===== config.mk =====
export PLATFORM = sky130hd
export DESIGN_NAME = ist_cmp
export DESIGN_NICKNAME = d
export VERILOG_FILES = /design/src/rtl/ist_cmp.sv
export SDC_FILE = /design/constraint.sdc
export NUM_CORES = 1
export LEC_CHECK = 0
export ABC_AREA = 0
export BUFFER_PORTS_ARGS = -buffer_cell sky130_fd_sc_hd__buf_2
export CORE_ASPECT_RATIO = 0.8
export CORE_MARGIN = 3
export CORE_UTILIZATION = 35
export DETAILED_ROUTE_END_ITERATION = 10
export PLACE_DENSITY_LB_ADDON = 0.05
export SYNTH_ARGS = -nofsm -noshare
export SYNTH_HDL_FRONTEND = slang
export SYNTH_SLANG_ARGS = --single-unit

===== constraint.sdc =====
create_clock -name vclk -period 2.3
set_clock_uncertainty 0.1 [all_clocks]
set_input_delay 0.575 -clock vclk [all_inputs]
set_output_delay 0.575 -clock vclk [all_outputs]
set_load 0.01 [all_outputs]

===== src/rtl/ist_cmp.sv =====
// ist_cmp: shared 33-bit compare unit used by the sequencer.
// Depends on nothing.
module ist_cmp (
    input  logic [32:0] a,
    input  logic [32:0] b,
    output logic        lt,
    output logic        eq
);
    assign lt = a < b;
    assign eq = a == b;
endmodule


==> flow_metrics.tcl, run 1 <==
set metrics [dict create \
    status "finished with violations" \
    violations "negative setup slack" \
    rsz0062_at_grt "yes" \
    setup-tns-final_ns -0.565 \
    grt.total_usage_pct 15.6 \
    dr.pass1.iters 4 \
    critPathKind "in2out" \
    critPathLaunch "b[2]" \
    grt_use_met3_pct 0.785 \
    timing.hold.ws_ns 1.49 \
    final_common_cell "buf_2" \
    grt_overflow 0 \
    vias 1047 \
    fin_ws_ns -0.353 \
    syn_avg_cell_area_sq_um 7.19 \
    port_buffers 68 \
    synth_top_area_share_pct 49.1 \
    p_leak_nw 0.870 \
    route.detailed.drc 0 \
    hp-class "in2out" \
    multi_input_area_sq_mm 0.00102 \
    start_util_pct 38.0 \
    end_kind "output pin" \
    crit_slowest_cell "a221o_1" \
    design_area_sq_mm 0.00168 \
    drtIter0Drc 8 \
    synth_top_cells_by_area "ha_1, inv_1, a21oi_1" \
    busiest_layer "met2" \
    fillers 171 \
    finalHoldViolCount 0 \
    wire_per_inst_microns 11.6 \
    grt_first_pass_wirelength_microns 3820 \
    maxCapViolCount 0 \
    syn-instance-count 117 \
    grt_pass1_vias 1018 \
    drive_gt1_share_pct 62.9 \
    met2_usage_pct 33.1 \
    yosys_warnings 0 \
    pre_cts_ws_ns -0.532 \
    die_y_microns 49.8 \
    io_pins 68 \
    nets 295 \
    seq_cell_count 0 \
    crit_fanout 2 \
    instances_no_fill 219 \
    crit_arrival_ns 1.98 \
    dpl-instance-area_sq_mm 0.00147 \
    hpwlAfterDp_microns 2230 \
    final_cell_mix "buf_2, ha_4, inv_1" \
    die_x_microns 60.8 \
    n_antenna_cell 0 \
    ir_drop_v 0.0000923 \
    grt_max_degree 4 \
    tightest_slew_ns 0.249 \
    wl_microns 2540 \
    slew_violations 0 \
    area_delta_synth_final_pct 100 \
    powerDensity_mw_per_mm2 164 \
    dpl.cell_count 218 \
    vias_per_cell 4.78 \
    ys_types 17 \
    fmax_ghz 0.377 \
    critPathRequiredTime_ns 1.62 \
    holdPathStages 5 \
    routabilityCongestion 0.617 \
    final-setup-viol-count 2 \
    yosys.area.top_type "ha_1" \
    syn-num-nets 216 \
    crit_family "compound AO/OA/AOI/OAI gates" \
    final-seq-area_sq_um 0 \
    cp_num_cells 9 \
    final.min_clock_period_ns 2.65 \
    hold_path_startpoint "b[0]" \
    critPathBufInv 3 \
    clkbuf_count 0 \
    postRouteAntennaNets 0 \
    antenna_found_initial 0 \
    worstSetupStartpointType "input port" \
    hold_end "eq" \
    met1_usage_pct 17.1 \
    coreArea_sq_mm 0.00221 \
    dieArea_sq_mm 0.00303 \
    cpPeakStageDelay_ns 0.32 \
    seq_area_frac_synth_pct 0 \
    slew_headroom_pct 83.2 \
    netlist_area_sq_um 841 \
    fin_crit_sh_pct 115 \
    path_cells "buf_12 > inv_12 > ha_4 > a21oi_2 > o21ai_1 > a221o_1 > o31a_1 > a211oi_2 > buf_2" \
    rows 15 \
]
worst max path at each step:
stage | endpoint | slack, ns
2_1_floorplan | lt | -0.22
3_3_place_gp | lt | -0.52
3_5_place_dp | lt | -0.53
4_1_cts | lt | -0.34
5_1_grt | lt | -0.46
6_report | lt | -0.35
worst min-delay path, stage by stage:
cell    delay [ns]
buf_2         0.08
ha_1          0.11
inv_1         0.05
nor2_4        0.10
buf_6         0.10
through the flow:
stage | utilization, % | power [mW]
CTS | 70.9 | 0.259
global placement | 66.2 | 0.225
finish | 76.0 | 0.277
floorplan | - | 0.128
detailed placement | 66.2 | 0.238
global route | 76.0 | 0.317
layer usage:
metal | part of all wire [%] | vias up | wire length [microns]
met4 | 0 | 0 | 0
met3 | 8.4 | 0 | 213
met2 | 56 | 39 | 1430
met5 | 0 | - | 0
li1 | - | 563 | -
met1 | 35 | 445 | 896
report_power, final:
part	leakage [nW]	internal (mW)	total [mW]	switching (mW)
Clock	0	0	0	0
Combinational	0.870	0.157	0.277	0.120
Sequential	0	0	0	0
cell families after synthesis:
| family | after synthesis | share of synthesized area (%) |
|---|---|---|
| and+or+nand+nor | 23 | 15.9 |
| buffers and inverters | 34 | 15.2 |
| adders and majority gates | 33 | 49.1 |
| AOI/OAI and AO/OA | 27 | 19.8 |
synthesized netlist by cell type, types with 2 or more instances:
cell type and number:
a211oi_1 2, a21o_1 4, a21oi_1 13, and4_1 3
ha_1 33, inv_1 34, nand2_1 6, nand3_1 4
nand4_1 5, nor2_1 3, o21ai_0 4
repair_timing:
action	CTS	global route
gates resized for setup	15	16
endpoints found under the hold margin	0	0
hold buffers	0	0
buffers inserted	1	0
endpoints found under the setup margin	2	2
pin swaps	18	2
cell type report:
cell class / instances / share of cell area (%)
Tap cell: 25 / 1.86
Inverter: 34 / 8.92
Timing Repair Buffer: 77 / 28.3
Multi-Input combinational cell: 83 / 60.9
No activity file was read; power rests on OpenSTA's default activity.
==> inputs of run 2 (changes only) <==
--- a/config.mk
+++ b/config.mk
@@ -9,7 +9,7 @@
 export BUFFER_PORTS_ARGS = -buffer_cell sky130_fd_sc_hd__buf_2
 export CORE_ASPECT_RATIO = 0.8
 export CORE_MARGIN = 3
-export CORE_UTILIZATION = 35
+export CORE_UTILIZATION = 38
 export DETAILED_ROUTE_END_ITERATION = 10
 export PLACE_DENSITY_LB_ADDON = 0.05
 export SYNTH_ARGS = -nofsm -noshare
==> run 2 against run 1 <==
Net effect: the flow still finishes with violations (negative setup slack); non-clock buffer count increased by 2; routed wire length rose by 13%; clock-buffer cell count did not move; largest cell class unchanged; largest power group unchanged.
==> flow_metrics.tcl, run 2 (synthesis results as in run 1) <==
set metrics [dict create \
    status "finished with violations" \
    violations "negative setup slack" \
    postRouteAntennaNets 0 \
    pre_cts_ws_ns -0.541 \
    p_leak_nw 0.863 \
    worstSetupStartpointType "input port" \
    vias 1102 \
    grt_first_pass_wirelength_microns 4220 \
    hold_buffers 0 \
    port_buffers 68 \
    hold_path_startpoint "b[0]" \
    critPathLaunch "a[18]" \
    fin_crit_sh_pct 118 \
    nets 297 \
    die_x_microns 58.6 \
    start_util_pct 42.5 \
    dieArea_sq_mm 0.00282 \
    p_seq_share_pct 0 \
    end_kind "output pin" \
    hpwlAfterDp_microns 2290 \
    fin_ws_ns -0.404 \
    dr.pass1.iters 4 \
    crit_arrival_ns 2.03 \
    hp-class "in2out" \
    maxCapViolCount 0 \
    rsz0062_at_grt "yes" \
    grt_overflow 0 \
    critPathKind "in2out" \
    dpl.cell_count 217 \
    route.detailed.drc 0 \
    fin_util_pct 85.3 \
    grt.total_usage_pct 19.2 \
    sw_frac_of_total_pct 44.9 \
    power.internal_mw 0.163 \
    ir_drop_v 0.000135 \
    final_cell_mix "buf_2, ha_4, inv_2" \
    routabilityCongestion 0.645 \
    tightest_slew_ns 0.240 \
    grt_pass1_vias 1105 \
    coreArea_sq_mm 0.00198 \
    dpl-instance-area_sq_mm 0.00147 \
    n_antenna_cell 0 \
    area_delta_synth_final_pct 101 \
    final-setup-viol-count 2 \
    grt_max_degree 4 \
    wire_per_inst_microns 13.1 \
    cpPeakStageDelay_ns 0.30 \
    power.switching_mw 0.132 \
    critPathRequiredTime_ns 1.62 \
    final_common_cell "buf_2" \
    pwr-share-clk_pct 0 \
    setup-tns-final_ns -0.652 \
    crit_fanout 2 \
    die_y_microns 48.1 \
    drive_gt1_share_pct 68.4 \
    final.min_clock_period_ns 2.70 \
    powerDensity_mw_per_mm2 175 \
    final-seq-area_sq_um 0 \
    slew_headroom_pct 83.8 \
    instances_no_fill 220 \
    drtIter0Drc 16 \
    fin_total_pwr_mw 0.295 \
    vias_per_cell 5.01 \
    rows 14 \
    seq_cell_count 0 \
    wl_microns 2880 \
    finalHoldViolCount 0 \
    timing.hold.ws_ns 1.47 \
    slew_violations 0 \
    fmax_ghz 0.370 \
    path_cells "buf_2 > ha_1 > a21oi_1 > o21ai_0 > a21oi_1 > o21ai_0 > a211oi_2 > buf_2" \
    antenna_found_initial 0 \
    io_pins 68 \
    clkbuf_count 0 \
    crit_slowest_cell "ha_1" \
    design_area_sq_mm 0.00169 \
    combPwrFrac_pct 100.0 \
]
## run 2: area by class of cell
type | count | area (sq um)
inverter | 34 | 150
multi-input combinational | 83 | 1050
fill | 124 | 290
timing repair buffer | 79 | 462
tap | 24 | 30.0
## run 2: worst paths after layout
path	to	slack, ns	cells past startpoint
hold / removal	eq	1.47	5
setup / recovery	lt	-0.40	8
## run 2: critical path, delay by kind of cell
family / cells / cell delay, ns
buf+inv: 2 / 0.26
fa+ha+maj: 1 / 0.30
compound gates: 5 / 0.90
## run 2: layer usage
layer  vias up  global-route usage [%]  routed length [microns]
li1        567                       -                        -
met1       492                    19.9                     1080
met2        41                    43.7                     1570
met3         2                    1.62                      220
met4         0                    2.26                        8
met5         -                       0                        0
## run 2: power by group through the flow
stage / Combinational (mW) / Clock (mW) / Sequential, mW
after floorplan: 0.128 / 0 / 0
after global placement: 0.225 / 0 / 0
after detailed placement: 0.240 / 0 / 0
after CTS: 0.274 / 0 / 0
after global routing: 0.328 / 0 / 0
final: 0.295 / 0 / 0
## run 2: timing repair
item / CTS / global route
resized for setup: 27 / 10
buffers inserted: 2 / 1
setup endpoints to repair: 2 / 2
endpoints found under the hold margin: 0 / 0
gates cloned: 0 / 0
pin swaps: 19 / 10
==> inputs of run 3 (changes only) <==
--- a/config.mk
+++ b/config.mk
@@ -9,9 +9,10 @@
 export BUFFER_PORTS_ARGS = -buffer_cell sky130_fd_sc_hd__buf_2
 export CORE_ASPECT_RATIO = 0.8
 export CORE_MARGIN = 3
-export CORE_UTILIZATION = 38
+export CORE_UTILIZATION = 42
 export DETAILED_ROUTE_END_ITERATION = 10
 export PLACE_DENSITY_LB_ADDON = 0.05
+export SLEW_MARGIN = 40
 export SYNTH_ARGS = -nofsm -noshare
 export SYNTH_HDL_FRONTEND = slang
 export SYNTH_SLANG_ARGS = --single-unit
==> constraint.sdc (replaced) <==
create_clock -name vclk -period 2.57
set_clock_uncertainty 0.1 [all_clocks]
set_input_delay 0.6425 -clock vclk [all_inputs]
set_output_delay 0.6425 -clock vclk [all_outputs]
set_load 0.01 [all_outputs]
==> run 3 against run 2 <==
Net effect: sequential share of layout area did not move; the run still ends with negative setup slack left; worst setup slack gained 0.11 ns; via count grew 13%; die area down 8.5%; non-clock buffer count shrank 3; global-route usage up 9.3 points; largest power group unchanged.
==> flow_metrics.tcl, run 3 (synthesis results as in run 1) <==
set metrics [dict create \
    status "finished with violations" \
    violations "negative setup slack" \
    clkbuf_count 0 \
    setup-tns-final_ns -0.431 \
    wl_microns 4230 \
    rsz0062_at_grt "yes" \
    die_y_microns 46.0 \
    p_leak_nw 0.868 \
    fin_ws_ns -0.296 \
    grt_first_pass_wirelength_microns 5640 \
    dr.pass1.iters 4 \
    nets 294 \
    hold_path_startpoint "b[0]" \
    pre_cts_ws_ns -0.400 \
    final_cell_mix "buf_2, ha_4, inv_1" \
    maxCapViolCount 0 \
    wl_met2_microns 2110 \
    routabilityCongestion 0.754 \
    powerDensity_mw_per_mm2 168 \
    instances_no_fill 215 \
    final-setup-viol-count 2 \
    rows 13 \
    fin_crit_sh_pct 112 \
    critPathRequiredTime_ns 1.83 \
    port_buffers 68 \
    critPathKind "in2out" \
    hold_buffers 0 \
    fmax_ghz 0.349 \
    grt_overflow 0 \
    hpwlAfterDp_microns 2520 \
    coreArea_sq_mm 0.00176 \
    final.min_clock_period_ns 2.87 \
    hp-class "in2out" \
    critPathLaunch "b[10]" \
    dr.max_layer_used "met4" \
    start_util_pct 47.9 \
    fin_total_pwr_mw 0.279 \
    vias_per_cell 5.78 \
    postRouteAntennaNets 0 \
    vias 1243 \
    dpl.cell_count 213 \
    slew_headroom_pct 77.7 \
    ir_drop_v 0.000133 \
    grt_pass1_vias 1251 \
    crit_arrival_ns 2.12 \
    end_kind "output pin" \
    io_pins 68 \
    area_delta_synth_final_pct 97.9 \
    drtIter0Drc 56 \
    seq_cell_count 0 \
    dieArea_sq_mm 0.00258 \
    final_common_cell "buf_2" \
    wire_per_inst_microns 19.7 \
    grt_max_degree 4 \
    final-seq-area_sq_um 0 \
    route.met3.wl_microns 387 \
    tightest_slew_ns 0.331 \
    n_antenna_cell 0 \
    finalHoldViolCount 0 \
    slew_violations 0 \
    worstSetupStartpointType "input port" \
    antenna_found_initial 0 \
    die_x_microns 56.0 \
    crit_fanout 2 \
    route.detailed.drc 0 \
    grt.total_usage_pct 28.5 \
    drive_gt1_share_pct 62.2 \
    wl_met1_microns 1420 \
]
[run 3: per-layer routing]
| metal | global-route usage [%] | up-vias |
|---|---|---|
| li1 | - | 560 |
| met3 | 3.97 | 32 |
| met1 | 27.9 | 545 |
| met2 | 62.0 | 106 |
| met5 | 0 | - |
| met4 | 9.95 | 0 |
[run 3: repair_timing]
item                                    4_1_cts  5_1_grt
setup buffers                                 1        1
pin swaps                                    18        3
resized for setup                            28        6
endpoints found under the setup margin        2        2
[run 3: layout make-up]
type,count,area [sq um]
multi-input combinational,83,995
timing repair buffer,76,489
inverter,34,153
fill,50,92.6
tap,22,27.5
[run 3: worst max-delay path, cell delays in order]
cell and delay (ns):
buf_6 0.09, inv_2 0.06, ha_4 0.20, nand4_1 0.15, nor3_2 0.08, a221o_1 0.33
o31a_1 0.25, a211oi_2 0.15, buf_2 0.16
[run 3: metrics by stage]
step	hold WS (ns)	instance area, sq um	utilization (%)
after global placement	1.61	1450	82.4
after global routing	1.65	1660	94.7
after floorplan	1.47	1030	-
after CTS	1.62	1620	92.2
final	1.64	1660	94.7
after detailed placement	1.62	1450	82.4
[run 3: path summary, 6_finish.rpt]
check,cells past startpoint,endpoint,slack (ns)
setup / recovery,9,lt,-0.30
hold / removal,5,eq,1.64
[run 3: power breakdown]
part	internal (mW)	switching [mW]
Combinational	0.148	0.131
Clock	0	0
Sequential	0	0
Total	0.148	0.131
